[src/rtl/core/rbsi_pkg.sv]
// shared types and constants for the ray versus box slab intersection unit
// no dependencies

package rbsi_pkg;

   localparam int CoordWidth = 32;
   localparam int FracBits   = 16;
   localparam int TolWidth   = 16;
   localparam int NumAxes    = 3;
   localparam int ReqBits    = 12 * CoordWidth;
   localparam int RspBits    = 2 * CoordWidth;
   localparam int FifoDepth  = 4;
   localparam int FifoAw     = 2;
   // numerator magnitude (diff fits coord+1 bits) shifted up by fraction bits
   localparam int NumWidth   = CoordWidth + 1 + FracBits;
   localparam int DivSteps   = NumWidth;

   localparam logic [TolWidth-1:0] TolReset = TolWidth'(6);
   localparam logic signed [CoordWidth-1:0] CoordMax = {1'b0, {(CoordWidth-1){1'b1}}};
   localparam logic signed [CoordWidth-1:0] CoordMin = {1'b1, {(CoordWidth-1){1'b0}}};

   // per-axis classification from the front part
   typedef struct packed {
      logic                  parallel;
      logic                  enclosed;
      logic                  neg_a;
      logic                  neg_b;
      logic [CoordWidth:0]   num_a;
      logic [CoordWidth:0]   num_b;
      logic [CoordWidth-1:0] den;
   } axis_type;

   typedef struct packed {
      axis_type [NumAxes-1:0] axis;
   } job_type;

endpackage

[src/rtl/core/rbsi_front.sv]
// front part: unpacks a request and classifies each axis (parallel test, operand magnitudes)
// depends on rbsi_pkg

module rbsi_front (
   input  logic                              clock,
   input  logic                              reset,
   input  logic                              in_valid,
   output logic                              in_ready,
   input  logic [rbsi_pkg::ReqBits-1:0]      in_data,
   input  logic [rbsi_pkg::TolWidth-1:0]     tolerance,
   output logic                              out_valid,
   input  logic                              out_ready,
   output rbsi_pkg::job_type                 out_job
);
   import rbsi_pkg::*;

   logic    valid_ff;
   job_type job_ff, job_in;

   // classify all three axes
   always_comb begin
      logic signed [CoordWidth-1:0] org, dir, ca, cb;
      logic [CoordWidth-1:0]        mag;
      logic signed [CoordWidth:0]   da, db;
      for (int ax = 0; ax < NumAxes; ax++) begin
         org = in_data[ax*CoordWidth +: CoordWidth];
         dir = in_data[(3+ax)*CoordWidth +: CoordWidth];
         ca  = in_data[(6+ax)*CoordWidth +: CoordWidth];
         cb  = in_data[(9+ax)*CoordWidth +: CoordWidth];
         mag = dir[CoordWidth-1] ? (~dir + 1'b1) : dir;
         da  = {ca[CoordWidth-1], ca} - {org[CoordWidth-1], org};
         db  = {cb[CoordWidth-1], cb} - {org[CoordWidth-1], org};
         job_in.axis[ax].parallel = mag <= {{(CoordWidth-TolWidth){1'b0}}, tolerance};
         job_in.axis[ax].enclosed = (ca <= org && org <= cb) || (cb <= org && org <= ca);
         job_in.axis[ax].neg_a    = da[CoordWidth] ^ dir[CoordWidth-1];
         job_in.axis[ax].neg_b    = db[CoordWidth] ^ dir[CoordWidth-1];
         job_in.axis[ax].num_a    = da[CoordWidth] ? (~da + 1'b1) : da;
         job_in.axis[ax].num_b    = db[CoordWidth] ? (~db + 1'b1) : db;
         job_in.axis[ax].den      = mag;
      end
   end

   assign in_ready = !valid_ff || out_ready;

   // output register
   always_ff @(posedge clock) begin
      if (reset) begin
         valid_ff <= 1'b0;
      end else if (in_ready) begin
         valid_ff <= in_valid;
      end
      if (in_ready && in_valid) begin
         job_ff <= job_in;
      end
   end

   assign out_valid = valid_ff;
   assign out_job   = job_ff;
endmodule

[config.mk]
export PLATFORM = sky130hd
export DESIGN_NAME = rbsi_front
export DESIGN_NICKNAME = d
export VERILOG_FILES = /design/src/rtl/core/rbsi_pkg.sv /design/src/rtl/core/rbsi_front.sv
export SDC_FILE = /design/constraint.sdc
export NUM_CORES = 1
export LEC_CHECK = 0
export BUFFER_PORTS_ARGS = -buffer_cell sky130_fd_sc_hd__clkbuf_2
export CORE_AREA = 8 8 274 276
export CTS_BUF_LIST = sky130_fd_sc_hd__clkbuf_2 sky130_fd_sc_hd__clkbuf_4 sky130_fd_sc_hd__clkbuf_8
export DETAILED_ROUTE_END_ITERATION = 6
export DIE_AREA = 0 0 282 284
export GPL_ROUTABILITY_DRIVEN = 1
export PLACE_DENSITY = 0.68
export SETUP_SLACK_MARGIN = 0.05
export SLEW_MARGIN = 20
export SYNTH_ARGS = -nofsm -noshare
export SYNTH_HDL_FRONTEND = slang
export SYNTH_SLANG_ARGS = --single-unit
[constraint.sdc]
create_clock -name clock -period 8.5 [get_ports clock]
set_input_delay 0.425 -clock clock [delete_from_list [all_inputs] [get_ports clock]]
set_output_delay 0.425 -clock clock [all_outputs]
set_load 0.05 [all_outputs]
**Yosys cells after proc, flatten, opt, wreduce, memory -nomap -nowiden**

Cells that the tools add are included.

- Bits in registers: 307
- Input port bits: 404
- Output and inout bits: 308

- Add/subtract/negate cells: 15
- $lt $le $gt $ge: 15
- Multiplexer cells: 9
- Bitwise logic cells: 15
- Reductions and logical operators: 12

Operators with widths:

| cell | count |
|---|---|
| 32-bit less-or-equal comparator | 12 |
| 32-bit two-way mux | 9 |
| 33-bit by 1-bit adder with 33-bit output (second input constant) | 6 |
| 33-bit NOT | 6 |
| 32-bit by 32-bit subtractor with 33-bit output | 6 |
| 32-bit by 1-bit adder with 32-bit output (second input constant) | 3 |
| 32-bit by 16-bit less-or-equal comparator with 1-bit output | 3 |
| 32-bit NOT | 3 |
| 1-bit logical AND | 7 |
| 1-bit bitwise XOR | 6 |
| 1-bit logical OR | 4 |
| 1-bit logical NOT | 1 |

**Depth between registers and ports, before layout**

- Depth after elaboration: 4
- Mapped depth: 16
- Mapped depth without buffers: 16

**Worst setup path after synthesis**

Ideal clock, no wire load.

- Path type: reg-to-reg
- From: register valid_ff, in the netlist out_valid
- To: register job_ff (netlist bit out_job[0]), enable pin
- Arrival time: 7.962 ns
- Slack: -0.167 ns
- Stages on the path, launching flop included: 3
- Path buffers: 0
- Path through: dfxtp_1 -> nand2b_1 -> and2_1

- Longest elaborated chain between the ends: 3

Ends and longest elaborated chain:

| item | line | RTL |
|---|---|---|
| start, declared | rbsi_front.sv:17 | `logic valid_ff;` |
| start signal, assigned | rbsi_front.sv:50 | `valid_ff <= in_valid;` |
| 1-bit logical NOT | rbsi_front.sv:43 | `assign in_ready = !valid_ff \|\| out_ready;` |
| 1-bit logical OR | rbsi_front.sv:43 |  |
| via in_ready | rbsi_front.sv:8 | `output logic in_ready,` |
| 1-bit logical AND | rbsi_front.sv:52 | `if (in_ready && in_valid) begin` |
| end signal, assigned | rbsi_front.sv:53 | `job_ff <= job_in;` |
| end, declared | rbsi_front.sv:18 | `job_type job_ff, job_in;` |

The timed path passes the listed nets, and every way through them passes these cells.
A chain may end at the register's enable or synchronous reset.

==> results.sh <==
export IMPL_ant_nets=0
export IMPL_leakage_nw=15.2
export IMPL_run_status="finished, final reports clean"
export IMPL_clk_pin_slew_ns=0.06
export IMPL_area_delta_synth_final_pct=19.2
export IMPL_h_tree_depth=2
export IMPL_critPathRequiredTime_ns=8.93
export IMPL_crit_path_max_incr_delay_ns=0.73
export IMPL_dr_pass1_iters=6
export IMPL_dieHeight_um=284
export IMPL_rsz0062_at_grt="no"
export IMPL_cts_setup_buffers=0
export IMPL_ir_drop_mv=0.194
export IMPL_worst_path_buf_inv=2
export IMPL_hold_class="in2reg"
export IMPL_grt_pass1_vias=28491
export IMPL_async_flop_share=0
export IMPL_crit_fanout=6
export IMPL_grt_first_pass_wirelength_um=169000
export IMPL_grt_ovfl_total=0
export IMPL_fin_util=0.503
export IMPL_slowest_stage="o311ai_0"
export IMPL_grt_max_degree=159
export IMPL_path_cells="clkbuf_2 > inv_1 > ha_1 > o211ai_1 > a21oi_1 > nor2_1 > o311ai_0 > nor4b_1 > nor4b_1 > and4_1 > and3_1 > a41oi_1 > xor2_1"
export IMPL_synth_nets=4109
export IMPL_maxSlewViolCount=0
export IMPL_cts_buffers=57
export IMPL_relSlewSlack=0.254
export IMPL_start_util=0.421
export IMPL_num_vias=29870
export IMPL_coreArea_um2=70800
export IMPL_drt_wl_total_um=115000
export IMPL_ioPinCount=712
export IMPL_regArea_um2=9210
export IMPL_setup_viol=0
export IMPL_synth_edf_count=306
export IMPL_period_minus_slack_ns=4.04
export IMPL_total_power_w=0.00683
export IMPL_crit_path_frequent_cell="nor4b_1"
export IMPL_ys_seq_area_frac=0.309
export IMPL_fin_tns_setup_ns=0
export IMPL_cts_resized=0
export IMPL_synth_cell_types=95
export IMPL_drive_gt1_frac=0.214
export IMPL_avgSynthCellArea_um2=8.66
export IMPL_worstMarginPinSlew_ns=1.12
export IMPL_fp_dieW_um=282
export IMPL_powerDensity_nw_per_um2=192
export IMPL_syn_inst=3444
export IMPL_fp_dieArea_um2=80100
export IMPL_cts_sinks=307
export IMPL_fillers=6846
export IMPL_cp_start_kind="input pin"
export IMPL_whs_ns=0.0921
export IMPL_ys_flop_type="edfxtp_1"
export IMPL_antenna_found_initial=15
export IMPL_gp_congestion=1.00
export IMPL_avgRoutedWirePerCell_um=22.4
export IMPL_drv_cap=0
export IMPL_yosys_warnings=0
export IMPL_hpwl_um=95800
export IMPL_drc=0
export IMPL_syn_area_um2=29800
export IMPL_core_rowCount=98
export IMPL_hold_viol=0
export IMPL_crit_type="in2reg"
export IMPL_endpoint_kind="flip-flop"
export IMPL_synth_ff_latch_count=307
export IMPL_cts_tree="built"
export IMPL_clockRootBuffer="clkbuf_8"
export IMPL_layout_nets=4779
export IMPL_max_freq_mhz=248
export IMPL_multiInputGateArea_um2=19500
export IMPL_drt_iter0_markers=2235
export IMPL_vias_per_cell=5.83
export IMPL_final_period_utilization=0.475
export IMPL_crit_family="simple AND/OR/NAND/NOR gates"
export IMPL_clk_latency_ns=0.68
export IMPL_finClkSkew_ns=0.0266
export IMPL_critPathArrivalTime_ns=4.47
export IMPL_io_buffers=711
export IMPL_clockBufferDepth=3
export IMPL_grtUsageTotal=0.269
path summary, 6_finish.rpt:
kind	startpoint	endpoint	slack [ns]	depth (start not counted)
worst min-delay path	in_data[113]	out_job[17]	0.09	2
worst max-delay path	in_data[36]	out_job[164]	4.46	13
worst max register to register	out_valid	out_job[180]	5.76	4
worst min register to register	out_valid	out_job[29]	0.86	2
layer usage:
metal,vias up,track usage,routed length (um)
li1,14319,-,-
met1,14018,0.335,46700
met2,1264,0.440,53300
met3,267,0.0515,8780
met4,2,0.138,5910
met5,-,0,13
Yosys cell counts, drive strengths merged (31+ instances only):
| library cell | instances | area share |
|---|---|---|
| a211oi | 42 | 0.011 |
| clkbuf | 107 | 0.013 |
| a21oi | 270 | 0.045 |
| xnor2 | 277 | 0.081 |
| nand2b | 44 | 0.0092 |
| nand3 | 82 | 0.014 |
| nor4 | 46 | 0.0099 |
| nor3 | 95 | 0.016 |
| ha | 255 | 0.11 |
| o211ai | 37 | 0.0093 |
| inv | 194 | 0.024 |
| nor2 | 224 | 0.028 |
| and3 | 31 | 0.0065 |
| edfxtp | 306 | 0.31 |
| o31ai | 57 | 0.014 |
| nor2b | 31 | 0.0065 |
| or2 | 38 | 0.0080 |
| nand2 | 297 | 0.037 |
| xor2 | 113 | 0.033 |
| o21ai | 220 | 0.037 |
| a31oi | 42 | 0.0088 |
| a21o | 96 | 0.024 |
| or3 | 37 | 0.0079 |
| o21a | 32 | 0.0081 |
| nand4 | 61 | 0.013 |
| and2 | 44 | 0.0092 |
placed cells by master, fill, tap and decap left out, types with 41 or more instances in the layout:
master / netlist / layout
a21o_1: 96 / 96
xor2_1: 113 / 113
nand4_1: 61 / 61
nor3_1: 94 / 94
nand2_1: 297 / 297
nor2_1: 224 / 224
inv_1: 194 / 194
xnor2_1: 277 / 277
a211oi_1: 42 / 42
nand3_1: 82 / 82
nand2b_1: 44 / 44
and2_1: 43 / 42
o21ai_0: 212 / 212
edfxtp_1: 306 / 306
nor4_1: 45 / 44
a21oi_1: 269 / 269
clkbuf_8: 0 / 57
ha_1: 255 / 255
clkbuf_2: 0 / 711
a31oi_1: 42 / 41
o31ai_1: 57 / 57
through the flow:
step / instances / worst slack [ns] / instance area, um^2
2_1_floorplan: 3444 / 3.22 / 29800
3_3_place_gp: 4998 / 3.80 / 34200
3_5_place_dp: 4998 / 3.79 / 34200
4_1_cts: 5110 / 4.52 / 35500
5_1_grt: 5124 / 4.19 / 35600
6_report: 5127 / 4.46 / 35600
flip-flops by register name (all words and copies together), names as in the netlist:
| register | count |
|---|---|
| out_job | 306 |
| out_valid | 1 |
cells by family (layout without fill, tap and decap cells):
family | count (synthesis) | count (layout) | synth area share
fa+ha+maj | 261 | 261 | 0.111
buf+inv | 308 | 1024 | 0.0392
flops | 307 | 307 | 0.309
mux | 12 | 12 | 0.00424
simple gates | 1131 | 1131 | 0.194
other cells | 0 | 17 | 0
xor+xnor | 390 | 390 | 0.115
compound gates | 1035 | 1035 | 0.228
where the power goes:
part / leakage, nW / internal [W] / total, W / switching, W
clock: 0.643 / 0.000877 / 0.00159 / 0.000709
combinational: 11.6 / 0.000950 / 0.00314 / 0.00219
sequential: 2.97 / 0.00200 / 0.00211 / 0.000109
area by class of cell:
class,count,area share
multi-input cells,2829,0.548
flip-flops and latches,307,0.259
repair buffers,725,0.104
well taps,950,0.0334
clock buffers,71,0.0250
inverters,194,0.0205
clock inverters,34,0.00943
diodes,17,0.00120
timing repair:
action                                  CTS  global route
hold endpoints to repair                  6             0
hold buffers                              7             0
endpoints found under the setup margin    0             0
Note: power is estimated with default switching activity, not from simulation.
