==> src/rtl/core/rbsi_pkg.sv <==
// shared types and constants for the ray versus box slab intersection unit
// no dependencies

package rbsi_pkg;

   localparam int CoordWidth = 32;
   localparam int FracBits   = 16;
   localparam int TolWidth   = 16;
   localparam int NumAxes    = 3;
   localparam int ReqBits    = 12 * CoordWidth;
   localparam int RspBits    = 2 * CoordWidth;
   localparam int FifoDepth  = 4;
   localparam int FifoAw     = 2;
   // numerator magnitude (diff fits coord+1 bits) shifted up by fraction bits
   localparam int NumWidth   = CoordWidth + 1 + FracBits;
   localparam int DivSteps   = NumWidth;

   localparam logic [TolWidth-1:0] TolReset = TolWidth'(6);
   localparam logic signed [CoordWidth-1:0] CoordMax = {1'b0, {(CoordWidth-1){1'b1}}};
   localparam logic signed [CoordWidth-1:0] CoordMin = {1'b1, {(CoordWidth-1){1'b0}}};

   // per-axis classification from the front part
   typedef struct packed {
      logic                  parallel;
      logic                  enclosed;
      logic                  neg_a;
      logic                  neg_b;
      logic [CoordWidth:0]   num_a;
      logic [CoordWidth:0]   num_b;
      logic [CoordWidth-1:0] den;
   } axis_type;

   typedef struct packed {
      axis_type [NumAxes-1:0] axis;
   } job_type;

endpackage

==> src/rtl/core/rbsi_fifo.sv <==
// short queue between front and back parts, register based
// depends on rbsi_pkg

module rbsi_fifo (
   input  logic               clock,
   input  logic               reset,
   input  logic               in_valid,
   output logic               in_ready,
   input  rbsi_pkg::job_type  in_job,
   output logic               out_valid,
   input  logic               out_ready,
   output rbsi_pkg::job_type  out_job
);
   import rbsi_pkg::*;

   job_type              mem_ff [FifoDepth];
   logic [FifoAw-1:0]    wr_ff, rd_ff;
   logic [FifoAw:0]      cnt_ff;
   logic                 push, pop;

   assign in_ready  = cnt_ff != FifoAw'(0) + (FifoAw+1)'(FifoDepth);
   assign out_valid = cnt_ff != '0;
   assign push      = in_valid && in_ready;
   assign pop       = out_valid && out_ready;
   assign out_job   = mem_ff[rd_ff];

   // pointers and count
   always_ff @(posedge clock) begin
      if (reset) begin
         wr_ff  <= '0;
         rd_ff  <= '0;
         cnt_ff <= '0;
      end else begin
         if (push) wr_ff <= wr_ff + 1'b1;
         if (pop)  rd_ff <= rd_ff + 1'b1;
         cnt_ff <= cnt_ff + (FifoAw+1)'(push) - (FifoAw+1)'(pop);
      end
      if (push) mem_ff[wr_ff] <= in_job;
   end
endmodule

==> config.mk <==
export PLATFORM = sky130hd
export DESIGN_NAME = rbsi_fifo
export DESIGN_NICKNAME = d
export VERILOG_FILES = /design/src/rtl/core/rbsi_pkg.sv /design/src/rtl/core/rbsi_fifo.sv
export SDC_FILE = /design/constraint.sdc
export NUM_CORES = 1
export LEC_CHECK = 0
export CAP_MARGIN = 30
export CORE_MARGIN = 1.5
export CORE_UTILIZATION = 45
export CTS_BUF_LIST = sky130_fd_sc_hd__clkbuf_4 sky130_fd_sc_hd__clkbuf_8
export DETAILED_ROUTE_END_ITERATION = 8
export DONT_BUFFER_PORTS = 1
export PLACE_DENSITY_LB_ADDON = 0.12
export SLEW_MARGIN = 10
export SYNTH_ARGS = -nofsm -noshare
export SYNTH_HDL_FRONTEND = slang
export SYNTH_SLANG_ARGS = --single-unit
==> constraint.sdc <==
create_clock -name clock -period 14.87 [get_ports clock]
set_input_delay 2.974 -clock clock [delete_from_list [all_inputs] [get_ports clock]]
set_output_delay 2.974 -clock clock [all_outputs]
set_load 0.02 [all_outputs]
---- Word level (Yosys, flattened, before mapping) ----
Memory sizes are Yosys's and may differ from the RTL's. A register that Yosys moved wholly into a read port is not among the register bits.
Index checks and enable logic that the tools add are counted.
storage, ports and cells
  output and inout port bits .............. 308
  memory bits (writable) .................. 1,224
  register bits after elaboration ......... 7
  memories kept ........................... 1
  input bits .............................. 310
memory list
  memory  depth  bits a word  read ports  clocked after Yosys merged registers in  write ports  RTL line         text
  mem_ff  4      306          1           1                                        1            rbsi_fifo.sv:16  job_type mem_ff [FifoDepth];
operators by class
  add/subtract/negate cells ............... 4
  reductions and logical operators ........ 3
  muxes and demuxes ....................... 4
  equal/unequal tests ..................... 1
operators with widths
  kind                                         count
  adder 2 x 1 -> 2 bit, second input constant  2
  2-to-1 mux 2 bit                             2
  adder 3 x 1 -> 3 bit                         1
  != test 3 bit, second input constant         1
  nonzero test 3 bit                           1
  subtractor 3 x 1 -> 3 bit                    1
  logical AND 1 bit                            2
  2-to-1 mux 1 bit                             2

---- Logic depth before layout (Yosys ltp) ----
Gate-level depths: netlist (run 1).
  depth in word-level cells ............... 4
  gate-level depth with buffers ........... 11

---- Worst setup path after synthesis (run 1) ----
No wires, ideal clock.
  path kind ............................... input to register
  from .................................... in in_valid
  to ...................................... mem mem_ff[0][0] (netlist name) (enable)
  data required time ...................... 14,163 ps
  slack ................................... 3,856 ps
  buffers on the path ..................... 0
  arrival time ............................ 10,307 ps
  stages on the path ...................... 2
  cell sequence ........................... a21boi_1 and2_1
on the way
  word-level cells in the longest chain between the ends .. 3
ends and longest elaborated chain
  what                                    RTL line         text
  start: declaration                      rbsi_fifo.sv:7   input logic in_valid,
  logical AND 1 bit                       rbsi_fifo.sv:23  assign push = in_valid && in_ready;
  2-to-1 mux 1 bit                        rbsi_fifo.sv:38  if (push) mem_ff[wr_ff] <= in_job;
  2-to-1 mux 1 bit (not written as such)  rbsi_fifo.sv:38
  end: declaration                        rbsi_fifo.sv:16
Every way passes these cells.

==> results of run 1 <==
per-stage QoR:
| step | hold WS, ps | instances |
|---|---|---|
| final | 533 | 3241 |
| after global routing | 556 | 3241 |
| after CTS | 532 | 3234 |
| after floorplan | 482 | 1647 |
| after detailed placement | 524 | 2888 |
| after global placement | 497 | 2886 |
final timing paths:
| check | slack (ps) | cells past startpoint | startpoint | end |
|---|---|---|---|---|
| max | 7700 | 6 | register | out_job[70] |
| max reg2reg | 10220 | 6 | cnt_ff[1] | mem_ff[1][62] |
| min | 530 | 2 | wr_ff[1] | wr_ff[1] |
| min reg2reg | 530 | 2 | wr_ff[1] | wr_ff[1] |
cells in the final DEF (no fill, tap or decap), types with 3 or more instances in the layout:
master	synthesis	layout
edfxtp_1	1224	1224
mux4_2	306	306
clkbuf_8	0	197
clkbuf_4	0	56
clkinv_1	0	48
clkinv_2	0	30
buf_4	0	15
nor2_1	8	8
bufinv_16	0	7
dfxtp_1	9	7
buf_12	0	7
ha_1	6	6
buf_16	0	6
inv_1	5	5
and2_4	0	4
inv_8	0	3
inv_6	0	3
area by class of cell:
cell class | count | area (um2) | share of cell area
inverters | 5 | 18.8 | 0.000376
clock inverters | 93 | 624 | 0.0125
clock buffers | 253 | 3130 | 0.0627
diodes | 2 | 5.00 | 0.000100
well taps | 1287 | 1610 | 0.0323
flip-flops and latches | 1233 | 36900 | 0.740
multi-input cells | 340 | 7160 | 0.144
repair buffers | 28 | 418 | 0.00837
layer usage:
layer	vias to the layer above	track usage	routed length (um)
met1	9493	0.202	32000
met2	659	0.296	45900
met5	-	0	0
met4	0	0.0656	2330
met3	136	0.115	12500
li1	7517	-	-
flip-flops by register name, indices dropped and copies added, names as in the netlist, named ones only:
register  cells
cnt_ff        3
rd_ff         2
mem_ff     1224
wr_ff         2
cells in the mapped netlist:
cell / n / area (um2)
buf_6: 28 / 315
fa_1: 1 / 20.0
nor3_1: 1 / 5.00
xor2_1: 2 / 17.5
a21boi_1: 1 / 7.51
clkbuf_1: 8 / 30.0
nor2b_1: 1 / 6.26
mux2_2: 1 / 11.3
edfxtp_1: 1224 / 36800
dfxtp_1: 9 / 180
nor2_1: 8 / 30.0
o311ai_0: 1 / 8.76
xnor2_1: 1 / 8.76
or3_1: 1 / 6.26
o31a_1: 1 / 8.76
and2_1: 5 / 31.3
mux4_2: 306 / 6890
nand2_1: 1 / 3.75
mux2i_1: 1 / 10.0
ha_1: 6 / 75.1
nand2b_1: 2 / 12.5
inv_1: 5 / 18.8
buf_2: 33 / 165
tightest hold or removal path: stages (launching register included):
cell and delay, ps:
dfxtp_1 340, nand2b_1 80, mux2i_1 60
report_power, final:
part / total, mW / switching [mW] / internal (mW)
combinational: 2.07 / 1.38 / 0.694
clock: 2.75 / 1.25 / 1.49
sequential: 4.36 / 0.101 / 4.26
logic make-up after synthesis:
logic type / Yosys count / share of synthesized area
flip-flops: 1233 / 0.828
AO/OA/AOI/OAI: 3 / 0.000561
adder cells (fa/ha/maj): 7 / 0.00213
buffers and inverters: 74 / 0.0119
AND/OR/NAND/NOR: 19 / 0.00213
XOR/XNOR: 3 / 0.000589
multiplexers: 308 / 0.155
==> flow_metrics.tcl, run 1 <==
set metrics [dict create \
    yosys_warnings 0 \
    grt-ovfl-total 0 \
    min_period_over_period 0.482 \
    tns_ps 0 \
    avgViaCountPerCell 5.49 \
    start_util 0.454 \
    grt_max_degree 145 \
    hold_class "register to register" \
    synth_cells 1647 \
    cap_violations 0 \
    clock_path_buffers 3 \
    seq_area_frac_synth 0.828 \
    finalWeightedCongestion 0.774 \
    drv_slew 0 \
    ys_types 23 \
    grt_pass1_wl_mm 135 \
    die_y_um 318 \
    h-tree-depth 4 \
    cp-end-kind "output port" \
    grt_pass1_vias 19383 \
    arrival_ps 4190 \
    syn-cell-area_um2 44600 \
    syn-num-nets 1964 \
    syn_avg_cell_area_um2 27.1 \
    clk_pin_slew_ps 60 \
    die-area_um2 101000 \
    drt_pass1_iterations 6 \
    cp_slowest_cell "dfxtp_4" \
    coreArea_um2 98300 \
    relSlewSlack 0.239 \
    cts_root_buf "clkbuf_8" \
    wl_per_cell_um 28.6 \
    critical_path.most_common_cell "buf_4" \
    grt_use_total 0.185 \
    power_leakage_nw 15.3 \
    peakVddDrop_v 0.000142 \
    cp_max_fo 41 \
    finalSetupViolations 0 \
    totalWireLength_mm 92.8 \
    cp_data_required_time_ps 11900 \
    place_area_um2 46000 \
    fin_area_um2 49900 \
    port_buffers 0 \
    crit_family "buffers and inverters" \
    clk_latency_ps 850 \
    cts_sinks 1233 \
    io_pins 618 \
    rsz0062_at_grt "no" \
    cts_resized 0 \
    cts_buffers 193 \
    cts_setup_buffers 0 \
    path_cells "buf_4 > buf_4 > buf_16 > buf_4 > buf_16 > mux4_2" \
    worst-path-buf-inv 5 \
    route.detailed.drc 0 \
    utilization 0.508 \
    die_w_um 318 \
    vias 17805 \
    tightestPinTransition_ps 1140 \
    min_period_ps 7170 \
    dr.first_iter.drc_count 1123 \
    layout-drive-gt1-share 0.327 \
    ys_ff_latch 1233 \
    place_ws_ps 7750 \
    ant_nets 0 \
    cts_hold_buffers 0 \
    fin_ws_ps 7700 \
    skew_ps 51.4 \
    areaGrowthSynthToFinish_pct 11.9 \
    place_hpwl_mm 55.9 \
    status "completed" \
    cts_tree "built" \
    critical_path_class "register to output port" \
    start_kind "register" \
    antenna_found_initial 2 \
    final-hold-violation-count 0 \
    rows 115 \
    power_density_nw_per_um2 184 \
    finalPower_mw 9.18 \
    nFillCells 7697 \
    max_stage_delay_ps 740 \
    fmax_mhz 140 \
    nNetsFinal 2118 \
]
No activity file was read; power rests on OpenSTA's default activity.
==> run 2, diff against run 1 <==
==> constraint.sdc (replaced) <==
create_clock -name clock -period 5.8 [get_ports clock]
set_input_delay 1.16 -clock clock [delete_from_list [all_inputs] [get_ports clock]]
set_output_delay 1.16 -clock clock [all_outputs]
set_load 0.02 [all_outputs]
==> flow_metrics.tcl, run 2 (same netlist as run 1, synthesis figures left out) <==
set metrics [dict create \
    status "completed" \
    tns_ps 0 \
    skew_ps 41.1 \
    drt_pass1_iterations 5 \
    start_util 0.454 \
    rsz0062_at_grt "no" \
    cp_max_fo 22 \
    route.detailed.drc 0 \
    cts_tree "built" \
    ant_nets 0 \
    coreArea_um2 98300 \
    nNetsFinal 2142 \
    hold_class "input port to register" \
    grt_pass1_wl_mm 136 \
    h-tree-depth 4 \
    crit-reg2reg-launch "cnt_ff[1]" \
    largest_register_ffs 1224 \
    arrival_ps 2900 \
    reg2reg_slack_ps 2870 \
    power_leakage_nw 15.4 \
    utilization 0.510 \
    final_cell_mix "edfxtp_1, mux4_2, clkbuf_8" \
    final_common_cell "edfxtp_1" \
    grt-ovfl-total 0 \
    clock_path_buffers 3 \
    cts_setup_buffers 0 \
    clk_pin_slew_ps 50 \
    finalWeightedCongestion 0.764 \
    clk_latency_ps 860 \
    antenna_found_initial 3 \
    totalWireLength_mm 93.1 \
    r2r-end "mem_ff[1][2]" \
    peakVddDrop_v 0.000308 \
    grt_use_total 0.187 \
    wl_per_cell_um 28.6 \
    top_register "mem_ff" \
    grt_pass1_vias 19474 \
    vias 17941 \
    finalPower_mw 23.5 \
    relSlewSlack 0.419 \
    fmax_mhz 246 \
    port_buffers 0 \
    cp-end-kind "output port" \
    hold_depth 1 \
    r2r_cells 4 \
    start_kind "register" \
    cts_resized 0 \
    cts_sinks 1233 \
    avgViaCountPerCell 5.51 \
    die_y_um 318 \
    die_w_um 318 \
    tightestPinTransition_ps 872 \
    min_period_over_period 0.700 \
    top_regs "mem_ff x1224, cnt_ff x3" \
    drv_slew 0 \
    place_area_um2 46400 \
    finalSetupViolations 0 \
    rows 115 \
    cap_violations 0 \
    cp_data_required_time_ps 4640 \
    fin_area_um2 50200 \
    io_pins 618 \
    layout-drive-gt1-share 0.340 \
    place_hpwl_mm 58.6 \
    cts_hold_buffers 0 \
    grt_max_degree 75 \
    hp-start "reset" \
    final-hold-violation-count 0 \
    min_period_ps 4060 \
    cts_root_buf "clkbuf_8" \
    power_density_nw_per_um2 469 \
    areaGrowthSynthToFinish_pct 12.4 \
    die-area_um2 101000 \
    critical_path_class "register to output port" \
    cts_buffers 194 \
    nFillCells 7682 \
    dr.first_iter.drc_count 1172 \
]
## run 2: layer usage
metal / global-route usage / vias to the layer above / share of wire
met3: 0.106 / 140 / 0.13
met2: 0.304 / 679 / 0.50
met1: 0.206 / 9565 / 0.35
met4: 0.0626 / 0 / 0.023
met5: 0 / - / 0
li1: - / 7557 / -
## run 2: through the flow
stage | setup slack [ps] | hold WS (ps) | std cells
floorplan | 15.6 | 482 | 1647
global placement | 2250 | 491 | 2913
detailed placement | 2190 | 513 | 2915
CTS | 1270 | 245 | 3253
global route | 1510 | 297 | 3257
finish | 1740 | 370 | 3257
## run 2: cell type report
cell class              count  area, um2  area share
flip-flops and latches   1233      36900       0.737
multi-input cells         340       7160       0.143
clock buffers             282       3370      0.0672
well taps                1287       1610      0.0321
repair buffers             51        648      0.0129
clock inverters            56        394     0.00786
inverters                   5       18.8    0.000374
diodes                      3       7.51    0.000150
## run 2: how the worst max path moves through the flow
stage	slack (ps)	endpoint	cells after the start	start
floorplan	20	mem_ff[0][0]	2	in_valid
global placement	2250	mem_ff[1][4]	3	in_valid
detailed placement	2190	mem_ff[1][4]	3	in_valid
CTS	1270	out_job[1]	2	register
global route	1510	out_job[97]	3	register
finish	1740	out_job[97]	3	register
## run 2: critical path: stages, from the launching register on
cell	delay [ps]
dfxtp_4	610
buf_12	290
buf_4	420
mux4_2	690
## run 2: power by group
part / internal [mW] / leakage [nW] / total [mW] / switching, mW
Combinational: 1.82 / 2.09 / 5.39 / 3.56
Sequential: 10.9 / 11.3 / 11.1 / 0.235
Clock: 3.85 / 2.00 / 7.01 / 3.16
